===== config.mk =====
export PLATFORM = sky130hd
export DESIGN_NAME = stop_and_wait_receiver_adler32
export DESIGN_NICKNAME = d
export VERILOG_FILES = /design/src/hw/rtl/swr_pkg.sv /design/src/hw/rtl/swr_front.sv /design/src/hw/rtl/swr_queue.sv /design/src/hw/rtl/swr_back.sv /design/src/hw/rtl/stop_and_wait_receiver_adler32.sv
export SDC_FILE = /design/constraint.sdc
export NUM_CORES = 1
export LEC_CHECK = 0
export ABC_AREA = 0
export CORE_MARGIN = 2
export CORE_UTILIZATION = 55
export DETAILED_ROUTE_END_ITERATION = 10
export DONT_BUFFER_PORTS = 1
export PLACE_DENSITY_LB_ADDON = 0.1
export SYNTH_ARGS = -nofsm -noshare
export SYNTH_HDL_FRONTEND = slang
export SYNTH_HIERARCHICAL = 1
export SYNTH_SLANG_ARGS = --single-unit

===== constraint.sdc =====
create_clock -name clk -period 10.4 [get_ports clk]
set_input_delay 1.56 -clock clk [delete_from_list [all_inputs] [get_ports clk]]
set_output_delay 1.56 -clock clk [all_outputs]
set_load 0.01 [all_outputs]

===== src/hw/rtl/swr_pkg.sv =====
// Shared types and constants for the stop-and-wait receiver with Adler-32 check.
// Holds packet type codes, event codes, fixed handshake checksums and queue sizing.
// No dependencies.
`timescale 1ns / 1ps

package swr_pkg;

  // Packet type codes as carried in the header and in replies.
  localparam logic [2:0] T_DATA      = 3'd0;
  localparam logic [2:0] T_LAST_DATA = 3'd1;
  localparam logic [2:0] T_ACK       = 3'd2;
  localparam logic [2:0] T_SYN       = 3'd3;
  localparam logic [2:0] T_SYNACK    = 3'd4;
  localparam logic [2:0] T_TERM      = 3'd5;
  localparam logic [2:0] T_ACKCON    = 3'd6;
  localparam logic [2:0] T_KEEPALIVE = 3'd7;

  // Connection event codes.
  localparam logic [1:0] EV_NONE    = 2'd0;
  localparam logic [1:0] EV_CONNECT = 2'd1;
  localparam logic [1:0] EV_TERM    = 2'd2;

  // Adler-32 modulus.
  localparam logic [16:0] ADLER_MOD = 17'd65521;

  // Adler-32 of the fixed handshake words "synch", "term" and "ackcon".
  localparam logic [31:0] ADLER_SYN    = 32'h06A0_0226;
  localparam logic [31:0] ADLER_TERM   = 32'h0454_01B9;
  localparam logic [31:0] ADLER_ACKCON = 32'h085C_0270;

  // Defaults for the top-level parameters.
  localparam int MAX_PAYLOAD_BYTES_DEF = 1024;
  localparam int SEQ_MODULUS_DEF       = 16;

  // Queue between the front and the back part.
  localparam int QUEUE_DEPTH = 4;
  localparam int QPTR_W      = $clog2(QUEUE_DEPTH);
  localparam int QCNT_W      = $clog2(QUEUE_DEPTH + 1);

  // One finished packet as seen by the decision logic.
  typedef struct packed {
    logic       verified;
    logic [2:0] pkt_type;
    logic [3:0] pkt_seq;
    logic       syn_ok;
    logic       term_ok;
    logic       ackcon_ok;
  } summary_t;

  // Queue status seen by the top level.
  typedef struct packed {
    logic full;
    logic empty;
  } queue_status_t;

endpackage


===== src/hw/rtl/swr_front.sv =====
// Front part: accepts payload bytes, keeps the running Adler-32 sum and byte count,
// and pushes one packet summary when a packet ends. Depends on swr_pkg.
`timescale 1ns / 1ps

module swr_front import swr_pkg::*; #(
  parameter int MAX_PAYLOAD_BYTES = MAX_PAYLOAD_BYTES_DEF
) (
  input  logic        clk,
  input  logic        rst,
  input  logic        accept,
  input  logic [7:0]  payload_byte,
  input  logic        last_byte,
  input  logic        empty_payload,
  input  logic [2:0]  pkt_type,
  input  logic [3:0]  pkt_seq,
  input  logic [31:0] pkt_checksum,
  output logic        push,
  output summary_t    summary
);

  localparam int CNT_W = $clog2(MAX_PAYLOAD_BYTES + 1);
  localparam logic [CNT_W-1:0] CNT_MAX = CNT_W'(MAX_PAYLOAD_BYTES);

  logic [15:0]      sum_low;
  logic [15:0]      sum_high;
  logic [CNT_W-1:0] byte_count;
  logic             overlong;

  logic [16:0]      a_raw;
  logic [15:0]      a_mod;
  logic [16:0]      b_raw;
  logic [15:0]      b_mod;
  logic             overlong_next;
  logic [CNT_W-1:0] byte_count_next;
  logic             pkt_end;

  // Two chained modular adds per byte.
  always_comb begin
    a_raw = {1'b0, sum_low} + {9'd0, payload_byte};
    a_mod = (a_raw >= ADLER_MOD) ? 16'(a_raw - ADLER_MOD) : a_raw[15:0];
    b_raw = {1'b0, sum_high} + {1'b0, a_mod};
    b_mod = (b_raw >= ADLER_MOD) ? 16'(b_raw - ADLER_MOD) : b_raw[15:0];
  end

  // Count saturates at the payload limit; a byte past it flags the packet overlong.
  always_comb begin
    overlong_next   = overlong;
    byte_count_next = byte_count;
    if (byte_count >= CNT_MAX) begin
      overlong_next = 1'b1;
    end else begin
      byte_count_next = byte_count + 1'b1;
    end
  end

  // An empty-payload item ends the packet whatever last_byte says.
  assign pkt_end = accept && (empty_payload || last_byte);
  assign push    = pkt_end;

  // Summary of the packet that ends with this item.
  always_comb begin
    summary.verified  = !empty_payload && !overlong_next &&
                        ({b_mod, a_mod} == pkt_checksum);
    summary.pkt_type  = pkt_type;
    summary.pkt_seq   = pkt_seq;
    summary.syn_ok    = (pkt_checksum == ADLER_SYN);
    summary.term_ok   = (pkt_checksum == ADLER_TERM);
    summary.ackcon_ok = (pkt_checksum == ADLER_ACKCON);
  end

  // Accumulators return to their start values after each packet.
  always_ff @(posedge clk) begin
    if (rst || pkt_end) begin
      sum_low    <= 16'd1;
      sum_high   <= 16'd0;
      byte_count <= '0;
      overlong   <= 1'b0;
    end else if (accept) begin
      sum_low    <= a_mod;
      sum_high   <= b_mod;
      byte_count <= byte_count_next;
      overlong   <= overlong_next;
    end
  end

endmodule


===== src/hw/rtl/swr_queue.sv =====
// Short queue of packet summaries between the front and the back part.
// Depends on swr_pkg for the summary type and the depth.
`timescale 1ns / 1ps

module swr_queue import swr_pkg::*; (
  input  logic          clk,
  input  logic          rst,
  input  logic          push,
  input  summary_t      push_data,
  input  logic          pop,
  output summary_t      head,
  output queue_status_t status
);

  summary_t            entries [QUEUE_DEPTH];
  logic [QPTR_W-1:0]   wr_ptr;
  logic [QPTR_W-1:0]   rd_ptr;
  logic [QCNT_W-1:0]   count;
  logic                do_push;
  logic                do_pop;

  assign status.full  = (count == QCNT_W'(QUEUE_DEPTH));
  assign status.empty = (count == '0);
  assign do_push      = push && !status.full;
  assign do_pop       = pop && !status.empty;
  assign head         = entries[rd_ptr];

  // Storage is written only; entries need no reset.
  always_ff @(posedge clk) begin
    if (do_push) begin
      entries[wr_ptr] <= push_data;
    end
  end

  // Pointers wrap with the power-of-two depth.
  always_ff @(posedge clk) begin
    if (rst) begin
      wr_ptr <= '0;
      rd_ptr <= '0;
      count  <= '0;
    end else begin
      if (do_push) begin
        wr_ptr <= wr_ptr + 1'b1;
      end
      if (do_pop) begin
        rd_ptr <= rd_ptr + 1'b1;
      end
      if (do_push && !do_pop) begin
        count <= count + 1'b1;
      end else if (do_pop && !do_push) begin
        count <= count - 1'b1;
      end
    end
  end

endmodule


===== src/hw/rtl/swr_back.sv =====
// Back part: takes packet summaries, keeps the expected sequence number and
// registers one reply decision per packet. Depends on swr_pkg.
`timescale 1ns / 1ps

module swr_back import swr_pkg::*; #(
  parameter int SEQ_MODULUS = SEQ_MODULUS_DEF
) (
  input  logic       clk,
  input  logic       rst,
  input  logic       head_valid,
  input  summary_t   head,
  output logic       pop,
  output logic       out_valid,
  input  logic       out_ready,
  output logic [2:0] reply_type,
  output logic [3:0] reply_seq,
  output logic       deliver,
  output logic       message_end,
  output logic [1:0] connection_event
);

  localparam int SEQ_W = (SEQ_MODULUS > 2) ? $clog2(SEQ_MODULUS) : 1;
  localparam int CMP_W = (SEQ_W > 4) ? SEQ_W : 4;
  localparam logic [SEQ_W-1:0] SEQ_TOP = SEQ_W'(SEQ_MODULUS - 1);

  logic [SEQ_W-1:0] expected_seq;
  logic [SEQ_W-1:0] expected_seq_next;
  logic [SEQ_W-1:0] prev_seq;
  logic [CMP_W-1:0] seq_ext;
  logic [CMP_W-1:0] exp_ext;
  logic [CMP_W-1:0] prev_ext;
  logic             in_order;
  logic             duplicate;

  logic [2:0]       rtype;
  logic [3:0]       rseq;
  logic             dlv;
  logic             mend;
  logic [1:0]       ev;

  assign pop = head_valid && (!out_valid || out_ready);

  // Sequence compares at a common width; header values past the modulus never match.
  always_comb begin
    prev_seq  = (expected_seq == '0) ? SEQ_TOP : expected_seq - 1'b1;
    seq_ext   = CMP_W'(head.pkt_seq);
    exp_ext   = CMP_W'(expected_seq);
    prev_ext  = CMP_W'(prev_seq);
    in_order  = head.verified && (seq_ext == exp_ext) &&
                (head.pkt_type != T_ACK) && (head.pkt_type != T_ACKCON);
    duplicate = head.verified && (seq_ext == prev_ext);
  end

  // Reply decision, in priority order.
  always_comb begin
    rtype             = T_KEEPALIVE;
    rseq              = 4'd0;
    dlv               = 1'b0;
    mend              = 1'b0;
    ev                = EV_NONE;
    expected_seq_next = expected_seq;
    if (head.pkt_type == T_SYN && head.syn_ok) begin
      rtype = T_SYN;
      ev    = EV_CONNECT;
    end else if (head.pkt_type == T_TERM && head.term_ok) begin
      rtype = T_TERM;
      ev    = EV_TERM;
    end else if (in_order) begin
      rtype             = T_ACK;
      rseq              = exp_ext[3:0];
      dlv               = 1'b1;
      mend              = (head.pkt_type == T_LAST_DATA);
      expected_seq_next = (expected_seq == SEQ_TOP) ? '0 : expected_seq + 1'b1;
    end else if (duplicate) begin
      rtype = T_ACK;
      rseq  = head.pkt_seq;
    end else if (head.pkt_type == T_ACKCON && head.ackcon_ok) begin
      rtype = T_ACKCON;
    end
  end

  // Sequence state advances only when a decision is taken.
  always_ff @(posedge clk) begin
    if (rst) begin
      expected_seq <= '0;
    end else if (pop) begin
      expected_seq <= expected_seq_next;
    end
  end

  // Output register: refilled whenever it is empty or being drained and a summary is waiting.
  always_ff @(posedge clk) begin
    if (rst) begin
      out_valid <= 1'b0;
    end else if (pop) begin
      out_valid <= 1'b1;
    end else if (out_ready) begin
      out_valid <= 1'b0;
    end
  end

  always_ff @(posedge clk) begin
    if (pop) begin
      reply_type       <= rtype;
      reply_seq        <= rseq;
      deliver          <= dlv;
      message_end      <= mend;
      connection_event <= ev;
    end
  end

endmodule


===== src/hw/rtl/stop_and_wait_receiver_adler32.sv =====
// Stop-and-wait receiver with Adler-32 check: one payload byte item per cycle.
// Once its last byte is taken, a packet's summary is registered in the queue, then its reply in the output register.
// Throughput: one byte item per cycle; input stalls only when the four-entry summary
// queue is full, which happens only if the reply output is held back.
// Reset: synchronous, active high; clears sums, counts, expected sequence, queue and
// output valid at once.
`timescale 1ns / 1ps

module stop_and_wait_receiver_adler32 import swr_pkg::*; #(
  parameter int MAX_PAYLOAD_BYTES = MAX_PAYLOAD_BYTES_DEF,
  parameter int SEQ_MODULUS       = SEQ_MODULUS_DEF
) (
  input  logic        clk,
  input  logic        rst,
  input  logic        s_axis_tvalid,
  output logic        s_axis_tready,
  input  logic [47:0] s_axis_tdata,  // payload_byte[7:0], pkt_seq[11:8], pkt_checksum[43:12], zero
  input  logic        s_axis_tlast,  // last_byte
  input  logic [3:0]  s_axis_tuser,  // empty_payload[0], pkt_type[3:1]
  output logic        m_axis_tvalid,
  input  logic        m_axis_tready,
  output logic [7:0]  m_axis_tdata,  // reply_seq[3:0], deliver[4], message_end[5],
                                     // connection_event[7:6]
  output logic [2:0]  m_axis_tuser   // reply_type[2:0]
);

  logic          accept;
  logic          q_push;
  summary_t      q_in;
  summary_t      q_head;
  logic          q_pop;
  queue_status_t q_status;

  logic [3:0]    reply_seq;
  logic          deliver;
  logic          message_end;
  logic [1:0]    connection_event;

  assign s_axis_tready = !q_status.full;
  assign accept        = s_axis_tvalid && s_axis_tready;

  // Front: checksum accumulation and packet classification.
  swr_front #(
    .MAX_PAYLOAD_BYTES(MAX_PAYLOAD_BYTES)
  ) u_front (
    .clk          (clk),
    .rst          (rst),
    .accept       (accept),
    .payload_byte (s_axis_tdata[7:0]),
    .last_byte    (s_axis_tlast),
    .empty_payload(s_axis_tuser[0]),
    .pkt_type     (s_axis_tuser[3:1]),
    .pkt_seq      (s_axis_tdata[11:8]),
    .pkt_checksum (s_axis_tdata[43:12]),
    .push         (q_push),
    .summary      (q_in)
  );

  // Queue of finished packets.
  swr_queue u_queue (
    .clk      (clk),
    .rst      (rst),
    .push     (q_push),
    .push_data(q_in),
    .pop      (q_pop),
    .head     (q_head),
    .status   (q_status)
  );

  // Back: sequence tracking and reply decision.
  swr_back #(
    .SEQ_MODULUS(SEQ_MODULUS)
  ) u_back (
    .clk             (clk),
    .rst             (rst),
    .head_valid      (!q_status.empty),
    .head            (q_head),
    .pop             (q_pop),
    .out_valid       (m_axis_tvalid),
    .out_ready       (m_axis_tready),
    .reply_type      (m_axis_tuser),
    .reply_seq       (reply_seq),
    .deliver         (deliver),
    .message_end     (message_end),
    .connection_event(connection_event)
  );

  assign m_axis_tdata = {connection_event, message_end, deliver, reply_seq};

  // A packet-ending item always leaves a summary waiting in the queue.
  a_end_queued: assert property (@(posedge clk) disable iff (rst)
    (accept && (s_axis_tlast || s_axis_tuser[0])) |=> !q_status.empty)
    else $error("packet end was not queued");

  // Input stalls exactly when the queue cannot take another summary.
  a_ready_full: assert property (@(posedge clk) disable iff (rst)
    !s_axis_tready |-> q_status.full)
    else $error("input stalled without a full queue");

  // A delivered packet is always acknowledged and raises no connection event.
  a_deliver_ack: assert property (@(posedge clk) disable iff (rst)
    (m_axis_tvalid && m_axis_tdata[4]) |->
      (m_axis_tuser == T_ACK && m_axis_tdata[7:6] == EV_NONE))
    else $error("delivery without a plain acknowledge");

  // Message end is only flagged on a delivered packet.
  a_mend_deliver: assert property (@(posedge clk) disable iff (rst)
    (m_axis_tvalid && m_axis_tdata[5]) |-> m_axis_tdata[4])
    else $error("message end without delivery");

endmodule


# --- Word-level counts from Yosys, hierarchy flattened ---
# Memory sizes are Yosys's and may differ from the RTL's. A register that Yosys moved wholly into a read port is not among the register bits.
# Index checks and enable logic that the tools add are counted.
word_totals:
  elab_cells: 103
  register_bits: 67
  n_memories: 1
  mem_bits_rw: 44
mem_list:
  columns: ["name", "words", "word_bits", "read_ports", "rd_ports_with_merged_regs", "wr", "line", "text"]
  rows:
  - ["u_queue.entries", 4, 11, 1, 1, 1, "swr_queue.sv:15", "summary_t entries [QUEUE_DEPTH];"]
classes:
  n_eq_ne: 14
  bitwise_logic: 4
  reduce_logical: 34
  addsub: 11
  mux: 21
  magnitude_cmp: 3
op_table:
  columns: ["operator", "count"]
  rows:
  - ["equality test 32 x 27 -> 1 bit, second input constant", 2]
  - [">= comparator 17 x 16 -> 1 bit, second input constant", 2]
  - ["equality test 32 x 28 -> 1 bit, second input constant", 1]
  - ["equality test 32 bit", 1]
  - ["2-to-1 mux 16 bit", 2]
  - ["subtractor 16 bit, second input constant", 2]
  - ["adder 16 x 16 -> 17 bit", 1]
  - ["adder 16 x 8 -> 17 bit", 1]
  - ["logical AND 1 bit", 16]
  - ["2-to-1 mux 4 bit", 4]
  - ["2-to-1 mux 3 bit", 5]
  - ["adder 11 x 1 -> 11 bit, second input constant", 1]
  - [">= comparator 11 bit, second input constant", 1]
  - ["equality test 3 bit, second input constant", 3]
  - ["equality test 4 bit", 2]
  - ["zero test 1 bit", 7]
  - ["2-to-1 mux 1 bit", 7]
  - ["2-to-1 mux 2 bit", 3]
  - ["adder 2 x 1 -> 2 bit, second input constant", 2]
  - ["adder 4 x 1 -> 4 bit, second input constant", 1]
  - ["equality test 4 bit, second input constant", 1]
  - ["zero test 4 bit", 1]
  - ["inverter 1 bit", 4]
  - ["AND reduction 4 bit", 1]
  - ["other kinds (13)", 16]

# --- Longest topological paths before layout ---
# Gate-level depths: netlist of the first run.
depth:
  word_depth: 9
  ltp_mapped: 29
  ltp_nobuf: 26

# --- Cells and area by module ---
# Netlist of the first run, hierarchy kept.
by_module_without_submodules:
  columns: ["mod", "area_per_inst_um2", "seq_area_each_um2", "cells_per_inst", "n_inst"]
  rows:
  - ["swr_front", 5555.3, 880.8, 734, 1]
  - ["swr_queue", 2055.7, 1501.4, 105, 1]
  - ["swr_back", 1042.2, 430.4, 101, 1]
  - ["stop_and_wait_receiver_adler32", 28.8, 0.0, 5, 1]

# --- Worst setup path before layout of the first run ---
# OpenSTA, ideal clock, no wires.
synth_path:
  path_kind: "input to register"
  start: "input port s_axis_tdata[0]"
  end: "memory u_queue/entries[0][10] in the netlist's numbering, data pin"
  arrival_ps: 8125
  required_ps: 10194
  path_slack_ps: 2069
  n_path_buf: 0
  path_stages: 24
  path_cell_list: "ha_1 inv_1 fa_1 nand2b_2 a211oi_1 o22ai_1 a311oi_1 and2_1 a41oi_1 xnor2_1 ha_1 inv_1 fa_1 or3b_1 a211o_1 and4_1 a311oi_1 a41oi_1 a2111o_1 a2111o_1 or4_1 nor4_1 nand4_1 nor4_2"
synth_rtl:
  columns: ["item", "line", "text"]
  rows:
  - ["start, declared", "stop_and_wait_receiver_adler32.sv:17", "input logic [47:0] s_axis_tdata,"]
  - ["end, declared", "swr_queue.sv:15", null]

==> impl_results.md, run 1 <==
- Outcome: completed
- Main combinational cell family by area after synthesis: simple AND/OR/NAND/NOR gates
- Syn_nets: 1043
- Setup crit start kind: input pin
- Most area-consuming cells after synthesis: edfxtp_1 (19%), dfxtp_1 (13%), ha_1 (5.5%), nor2_1 (4.1%), xnor2_1 (3.9%)
- CTS Buffer Depth: 2
- Die width: 130 um
- CP Capture Type: register
- Cells after Synth: between 900 and 1000
- Yosys cell types: 108
- CTS Buf Count: 17
- CTS tree: yes
- XOR/XNOR share of the synthesized area: 0.0870
- Ports: 70
- # nets final: 1022
- Worst-case vdd ir drop: 120 uV
- DRC errors left: 0
- Largest net degree at the start of global routing: 55
- Vias/cell: about 6.5
- Synth area leader: edfxtp_1
- Resize count post-CTS: 0
- # setup viols final: 0
- RSZ-0062 raised after global routing: false
- Post-synth EDFFs: 55
- Tmin final: 9.77 ns
- Max Clk Rate: 0.102 GHz
- Area of the core: 0.0153 sq mm
- First-pass GRT wire length: between 30 and 40 mm
- Die height: approximately 130 um
- CP arrival: 9.93 ns
- Critical path peak fanout: 11
- Root Buffer: clkbuf_16
- Initial Utilization: 0.567
- H-Tree Depth: 4
- GRT Total Usage: 0.288
- Setup TNS: 0 ns
- Vias in the first global route: 7047
- Fin cells: 1148
- Port Buffers: 0
- Worst-path clk slew: around 0.05 ns
- Final Cycle Share: 0.939
- CP Buf/Inv Count: 2
- Worst Hold Class: register to register
- Initial drt markers: 620
- Seq/Total Area, Yosys: 0.324
- Post-Route WL: 23.6 mm
- Synth Warn #: 6
- Syn avg cell area: 9.19 sq um
- Critical path required time: about 11 ns
- Detailed placer's ending HPWL: about 18 mm
- Layout cells sized above 1: 0.102
- Clock skew: 0.0143 ns
- Commonest non-fill, non-tap cell in the layout: nor2_1
- RePlAce Congestion: 0.959
- Flops & latches, synth: 113
- Cell row count: 45
- Max stage delay on crit path: 0.68 ns
- Hold Fails Final Rpt: 0
- Antenna diodes: 0
- Share of the synthesized area in the top cell type: 0.190
- Most frequent CP cell: a2111o_1
- Leakage: 3.44 nW
- Pwr Density: approximately 220 mW/mm^2
- Wire length per cell: 20.6 um
- Total gr overflow: 0
- Async S/R FF share, synth: 0
- Detailed Routing Iterations Pass 1: 6
- Slowest cell on the critical path: nor3_2
- CTS sink count: 113
- Clk_lat worst skew: 0.42 ns
- Post-Place Cells: ~1100
- Max_cap viols: 0
- Commonest cells after routing, fill and taps aside: nor2_1 (94), nand2_1 (63), dfxtp_1 (58)
- Area grow syn2layout: 7.48%
- Antenna Violating Nets Remaining: 0
- Mux cell area share after synthesis: 0.0563
- Max-slew violations: 0
- Post-synthesis compound-gate area fraction: 0.198
- Adder-cell share of the synthesized area: 0.0617
- WS Path Type: input pin to register
- Setup Fix Bufs, Post-CTS: 0
- Die area: 0.0168 sq mm
- R2r setup slk: 1.42 ns
- Via count: 7425
- Initial antenna violation count: 0
- Hold_buf cts: 0
- Main synth FF type: dfxtp_1
- Netlist Area Pre-Place: 0.00868 sq mm
- Least-Margin Pin Slew: between 1 and 1.5 ns
- Slew HR: 0.203
- CP delay by family, top: compound AO/OA/AOI/OAI gates
- Simple-Gate Fraction of Synth Area: 0.228
-- worst reg2reg max path, stage by stage, from the launching register on --
cell	delay (ns)
dfxtp_1	0.33
ha_1	0.21
inv_1	0.08
fa_1	0.43
nand2b_2	0.26
a21o_1	0.23
o21ai_0	0.48
nand3_1	0.24
a221oi_4	0.44
a41oi_1	0.41
a311oi_1	0.53
xnor2_1	0.30
inv_1	0.20
ha_1	0.40
a21o_1	0.27
a2111oi_2	0.47
a2111o_1	0.20
o311ai_2	0.17
nor3_2	0.69
nor2_1	0.15
a2111o_1	0.40
a2111o_1	0.38
or4_1	0.54
nor4_1	0.29
nand4_1	0.14
nor4_2	0.50
-- cell type report --
type	count	area [sq um]
Fill cell	1342	5980
Multi-Input combinational cell	749	5490
Sequential cell	113	2810
Clock buffer	20	468
Tap cell	211	264
Inverter	35	131
Clock inverter	12	106
Timing Repair Buffer	8	60.1
-- routing by layer --
layer | up-vias | wire, um | global-route usage | part of all wire
li1 | 3527 | - | - | -
met1 | 3629 | 10800 | 0.399 | 0.46
met2 | 239 | 10900 | 0.455 | 0.46
met3 | 30 | 1450 | 0.0537 | 0.061
met4 | 0 | 436 | 0.0961 | 0.018
met5 | - | 0 | 0 | 0
-- final timing paths --
check	startpoint	endpoint	cells past startpoint
worst min-delay path	u_front/overlong	u_front/overlong	2
worst max-delay path	s_axis_tdata[0]	u_queue/entries[3][10]	25
worst max register to register	u_front/sum_low[0]	u_queue/entries[3][10]	25
worst min register to register	u_front/overlong	u_front/overlong	2
-- flip-flops by register name (all words and copies together), names as in the netlist, named ones only --
register	cells
u_back/connection_event	2
u_back/deliver	1
u_back/exp_ext	4
u_back/message_end	1
u_back/out_valid	1
u_back/reply_seq	4
u_back/reply_type	3
u_front/byte_count	11
u_front/overlong	1
u_front/sum_high	16
u_front/sum_low	16
u_queue/count	3
u_queue/entries	44
u_queue/rd_ptr	2
u_queue/wr_ptr	2
-- power breakdown --
part | switching (mW) | internal (mW) | total, mW
clock | 0.220 | 0.348 | 0.568
combinational | 0.528 | 0.319 | 0.848
sequential | 0.0527 | 0.540 | 0.593
-- cells in the mapped netlist, types with 18 or more instances --
master / instances
clkbuf_1: 21
edfxtp_1: 55
dfxtp_1: 58
o21ai_0: 36
nand4_1: 29
xor2_1: 35
ha_1: 38
a21oi_1: 45
a211oi_1: 30
nor2_1: 94
mux2i_1: 23
nand2_1: 63
inv_1: 35
nand3_1: 25
nor4_1: 18
xnor2_1: 39
-- cell families after synthesis --
kind of cell	after synthesis
adders and majority gates	41
DFF	113
buffers and inverters	83
and+or+nand+nor	364
AOI/OAI and AO/OA	230
xor gates and xnor gates	79
muxes	35
-- through the flow --
step            util  hold slack, ns  total power, mW  worst slack, ns  cell area (sq um)
2_1_floorplan      -           0.437             1.24             2.07               8680
3_3_place_gp   0.572           0.449             1.41            0.501               8760
3_5_place_dp   0.572           0.463             1.43            0.372               8760
4_1_cts        0.609           0.476             2.00            0.782               9330
5_1_grt        0.609           0.506             2.12            0.120               9330
6_report       0.609           0.471             2.01            0.630               9330
No activity file was read; power rests on OpenSTA's default activity.
==> run 2, diff against run 1 <==
Settings changed: CORE_UTILIZATION 55 to 35.
==> run 2 against run 1 <==
Sequential share of layout area down 0.76 points. Global-route usage fell by 9.3 points. Final cell count is 10% higher. Setup slack improved by 0.24 ns. Total power is 3.5% higher. Clock skew decreased by 0.0035 ns. Flip-flop and latch count unchanged. Register-to-register slack better by 0.26 ns. Sequential power hardly changed. Combinational power is 1% higher. Worst hold slack gained 0.00079 ns. Critical path type unchanged.
==> impl_results.md, run 2 (synthesis gave the netlist of run 1 again) <==
- Outcome: completed
- Top flop regs: u_queue/entries x44, u_front/sum_high x16, u_front/sum_low x16
- CTS Buf Count: 17
- Port Buffers: 0
- DRC errors left: 0
- # setup viols final: 0
- Least-Margin Pin Slew: 1.13 ns
- Initial antenna violation count: 0
- CTS tree: yes
- # nets final: 1029
- Hold Path Depth: 2
- Worst Hold Class: register to register
- RePlAce Congestion: 0.893
- Largest net degree at the start of global routing: 55
- Tmin final: between 9 and 10 ns
- Wire length per cell: about 20 um
- Max-slew violations: 0
- Hold_buf cts: 0
- WS Path Type: input pin to register
- Setup TNS: 0 ns
- Max Clk Rate: roughly 0.10 GHz
- GRT Total Usage: 0.195
- Initial Utilization: 0.357
- Worst-case vdd ir drop: between 100 and 150 uV
- Antenna diodes: 0
- Layout cells sized above 1: 0.111
- CTS sink count: 113
- Resize count post-CTS: 0
- Largest register by flop count: u_queue/entries
- Placed cell areas: 0.00895 sq mm
- Die area: 0.0261 sq mm
- Detailed Routing Iterations Pass 1: 5
- Post-Route WL: between 20 and 30 mm
- Total gr overflow: 0
- Largest register FFs: 44
- Ports: 70
- Design area: 0.00957 sq mm
- Root Buffer: clkbuf_16
- Die height: 162 um
- Final Cycle Share: 0.916
- Clk_lat worst skew: 0.42 ns
- Slew HR: 0.237
- H-Tree Depth: 4
- Via count: 7101
- Die width: 162 um
- Pwr Density: 217 mW/mm^2
- Vias in the first global route: 6805
- Area grow syn2layout: 10.3%
- CP arrival: 9.81 ns
- Commonest cells after routing, fill and taps aside: nor2_1 (94), nand2_1 (63), dfxtp_1 (58)
- CTS Buffer Depth: 2
- Critical path required time: 10.68 ns
- Setup Fix Bufs, Post-CTS: 0
- Area of the core: 0.0243 sq mm
- Critical path peak fanout: 7
- Leakage: 3.51 nW
- Initial drt markers: roughly 460
- Detailed placer's ending HPWL: 19.1 mm
- Worst-path clk slew: 0.06 ns
- Cell row count: 57
- CP Capture Type: register
- Clock skew: approximately 0.011 ns
- Max_cap viols: 0
- First-pass GRT wire length: 39.3 mm
- Commonest non-fill, non-tap cell in the layout: nor2_1
- RSZ-0062 raised after global routing: false
- Antenna Violating Nets Remaining: 0
- Setup crit start kind: input pin
- Hold Fails Final Rpt: 0
- Vias/cell: 5.60
- Worst r2r path cells: 26
==> run 2: cell types whose count changed in the layout (fill, tap and decap cells not counted) <==
| cell | delta |
|---|---|
| inv_8 | +3 |
| clkbuf_16 | -1 |
| clkinv_1 | -1 |
| clkinv_2 | -2 |
| clkbuf_8 | -1 |
| buf_4 | +7 |
| clkinv_4 | +1 |
| inv_6 | +2 |
| clkbuf_1 | -1 |
| bufinv_16 | +2 |
| clkinvlp_4 | -2 |
==> run 2: through the flow <==
step                setup slack [ns]  utilization  power [mW]  hold WS, ns  cells
finish                         0.872        0.394        2.08        0.472   1268
global route                   0.476        0.394        2.21        0.513   1268
CTS                             1.05        0.394        2.09        0.477   1268
detailed placement             0.649        0.368        1.45        0.460   1236
global placement               0.616        0.368        1.46        0.449   1236
floorplan                       2.07            -        1.24        0.437    945
==> run 2: layout make-up <==
| type | count | area, sq um |
|---|---|---|
| fillers | 2411 | 14700 |
| multi-input cells | 749 | 5490 |
| flip-flops and latches | 113 | 2810 |
| clock buffers | 17 | 425 |
| well taps | 324 | 405 |
| clock inverters | 15 | 198 |
| inverters | 35 | 131 |
| repair buffers | 15 | 113 |
==> run 2: layer usage <==
metal | track usage | vias to the layer above | routed length, um | part of all wire
met5 | 0 | - | 0 | 0
met4 | 0.0507 | 0 | 333 | 0.013
met3 | 0.0398 | 17 | 1000 | 0.040
met2 | 0.306 | 133 | 11400 | 0.46
met1 | 0.273 | 3411 | 12300 | 0.49
li1 | - | 3540 | - | -
==> run 2: critical path, stage by stage <==
cell	delay [ns]
ha_1	0.21
inv_1	0.07
fa_1	0.42
nand2b_2	0.26
a21o_1	0.23
o21ai_0	0.51
nand3_1	0.24
a221oi_4	0.45
a41oi_1	0.41
xnor2_1	0.47
ha_1	0.33
inv_1	0.08
fa_1	0.44
xnor2_1	0.38
a211o_1	0.17
and4_1	0.28
nand4_1	0.27
nor4_1	0.82
nand3_1	0.38
mux2i_1	0.22
a22o_1	0.22
or4_1	0.52
nor4_1	0.28
nand4_1	0.14
nor4_2	0.27
buf_4	0.17
==> run 2: power by group <==
group / switching, mW / internal (mW) / leakage [nW] / total, mW
logic: 0.535 / 0.325 / 2.23 / 0.860
registers: 0.0533 / 0.540 / 0.974 / 0.593
clock network: 0.240 / 0.385 / 0.305 / 0.626
==> run 2: final timing paths <==
check | slack, ns | start | endpoint
max reg2reg | 1.68 | u_front/sum_low[0] | u_queue/entries[2][10]
min reg2reg | 0.47 | u_front/overlong | u_front/overlong
min | 0.47 | u_front/overlong | u_front/overlong
max | 0.87 | s_axis_tdata[0] | u_queue/entries[2][10]
==> run 3, diff against run 2 <==
Settings changed: CORE_MARGIN 2 to 5, REMOVE_ABC_BUFFERS set to 1.
==> run 3 against run 2 <==
Wire length is 0.66% higher. Worst hold slack improved by 0.0099 ns. Global-route usage fell by 1.8 points. Non-clock buffer count is 2 lower. Flip-flop and latch count did not move. First-iteration DRC count decreased by 16%. Register-to-register slack improved by 0.18 ns. Sequential power about the same. Largest cell class unchanged. Critical path depth stayed put. Combinational power decreased by 2.8%. Via count increased by 1.2%. Final cell count down 0.16%.
==> impl_results.md, run 3 (synthesis gave the netlist of run 1 again) <==
- Pwr Density: 218 mW/mm^2
- GRT Total Usage: 0.177
- # setup viols final: 0
- RR Startpoint: u_front/sum_low[0]
- R2r setup slk: 1.86 ns
- CTS tree: yes
- Top flop regs: u_queue/entries x44, u_front/sum_high x16, u_front/sum_low x16
- Initial drt markers: just under 400
- Tot Pwr: 2.09 mW
- CTS Buffer Depth: 2
- Design area: 0.00959 sq mm
- Initial antenna violation count: 0
- Clk_lat worst skew: about 0.41 ns
- Leakage: ~3.5 nW
- Wire length per cell: ~20 um
- Comb pwr share: 0.400
- Tmin final: 9.35 ns
- Commonest cells after routing, fill and taps aside: nor2_1 (94), nand2_1 (63), dfxtp_1 (58)
- Slowest cell on the critical path: or4_1
- Setup crit start kind: input pin
- RSZ-0062 raised after global routing: false
- Root Buffer: clkbuf_16
- Largest register FFs: 44
- Placed cell areas: 0.00894 sq mm
- Post-layout util: 0.393
- Die width: 168 um
- Most frequent CP cell: a2111o_1
- CP Capture Type: register
- CP Capture Point: u_queue/entries[1][10]
- Max_cap viols: 0
- Final Cycle Share: 0.899
- Hold Fails Final Rpt: 0
- Area of the core: 0.0244 sq mm
- Worst-path clk slew: 0.05 ns
- Initial Utilization: 0.356
- Via count: 7189
- Antenna diodes: 0
- Port Buffers: 0
- Detailed Routing Iterations Pass 1: 5
- Clk pwr share: 0.315
- Die height: roughly 170 um
- Clock skew: roughly 0.013 ns
- Reg2reg end: u_queue/entries[1][10]
- Detailed placer's ending HPWL: 19.4 mm
- CTS sink count: 113
- Critical path peak fanout: 7
- First-pass GRT wire length: 39.6 mm
- Die area: 0.0281 sq mm
- Switching share of power: 0.383
- Internal power: approximately 1.3 mW
- Commonest non-fill, non-tap cell in the layout: nor2_1
- Largest register by flop count: u_queue/entries
- Post-Route WL: 25.2 mm
- Max-slew violations: 0
- Antenna Violating Nets Remaining: 0
- Setup Fix Bufs, Post-CTS: 0
- Max stage delay on crit path: 0.61 ns
- NetSw: 0.799 mW
- CTS Buf Count: 17
- Outcome: completed
- WS Path Type: input pin to register
- Worst r2r path cells: 26
- # nets final: ~1000
- Worst Hold Class: register to register
- Max Clk Rate: 0.107 GHz
- Ports: 70
- CP arrival: 9.62 ns
- Largest net degree at the start of global routing: 55
- Sequential Power Share: 0.284
- Setup TNS: 0 ns
- DRC errors left: 0
- Resize count post-CTS: 0
- H-Tree Depth: 4
- Cell row count: 57
- RePlAce Congestion: 0.830
- Worst hold margin: 0.482 ns
- Total gr overflow: 0
- Hold_buf cts: 0
- Layout cells sized above 1: 0.108
- Worst-case vdd ir drop: 78.0 uV
- Area grow syn2layout: 10.5%
- Vias in the first global route: 6892
- Critical path required time: 10.67 ns
- Least-Margin Pin Slew: 1.06 ns
- Slew HR: 0.293
- Critical Path Start: s_axis_tdata[0]
- Vias/cell: 5.68
[run 3: cell types whose count changed in the layout (fill, tap and decap cells not counted), sizes merged]
cell,previous run,this run
clkinv,4,3
clkbuf,17,18
clkinvlp,1,0
bufinv,3,5
inv,42,41
buf,15,13
[run 3: layout make-up]
class / count / area [sq um]
fillers: 2519 / 14800
clock buffers: 18 / 429
flip-flops and latches: 113 / 2810
multi-input cells: 749 / 5490
repair buffers: 13 / 97.6
clock inverters: 14 / 225
inverters: 35 / 131
well taps: 324 / 405
[run 3: worst max-delay path: cells and delay by family]
| kind | cells | cell delay, ns |
|---|---|---|
| AND/OR/NAND/NOR | 8 | 2.42 |
| AO/OA/AOI/OAI | 11 | 3.94 |
| adder cells (fa/ha/maj) | 3 | 1.01 |
| XOR/XNOR | 1 | 0.31 |
| buffers and inverters | 3 | 0.36 |
[run 3: worst min path at each step]
stage,startpoint,end,cells past startpoint
detailed placement,u_front/overlong,u_front/overlong,2
floorplan,u_front/overlong,u_front/overlong,2
global route,u_front/sum_high[13],u_front/sum_high[13],2
CTS,u_front/sum_high[11],u_front/sum_high[11],2
global placement,u_front/overlong,u_front/overlong,2
finish,u_front/sum_high[11],u_front/sum_high[11],2
[run 3: layer usage]
| metal | vias to the layer above | GRT usage | wire, um |
|---|---|---|---|
| li1 | 3543 | - | - |
| met1 | 3490 | 0.250 | 12300 |
| met2 | 138 | 0.282 | 11700 |
| met3 | 18 | 0.0278 | 948 |
| met4 | 0 | 0.0469 | 339 |
| met5 | - | 0 | 0 |
[run 3: per-stage QoR]
| step | setup WS (ns) | instances |
|---|---|---|
| final | 1.05 | 1266 |
| after global routing | 0.545 | 1266 |
| after CTS | 1.10 | 1266 |
| after detailed placement | 0.691 | 1234 |
| after global placement | 0.711 | 1234 |
| after floorplan | 1.79 | 897 |
[run 3: power groups by stage]
| stage | logic, mW | registers, mW | clock network, mW |
|---|---|---|---|
| finish | 0.836 | 0.594 | 0.659 |
| global route | 0.922 | 0.602 | 0.691 |
| CTS | 0.834 | 0.596 | 0.676 |
| detailed placement | 0.828 | 0.605 | 0 |
| global placement | 0.828 | 0.605 | 0 |
| floorplan | 0.635 | 0.591 | 0 |
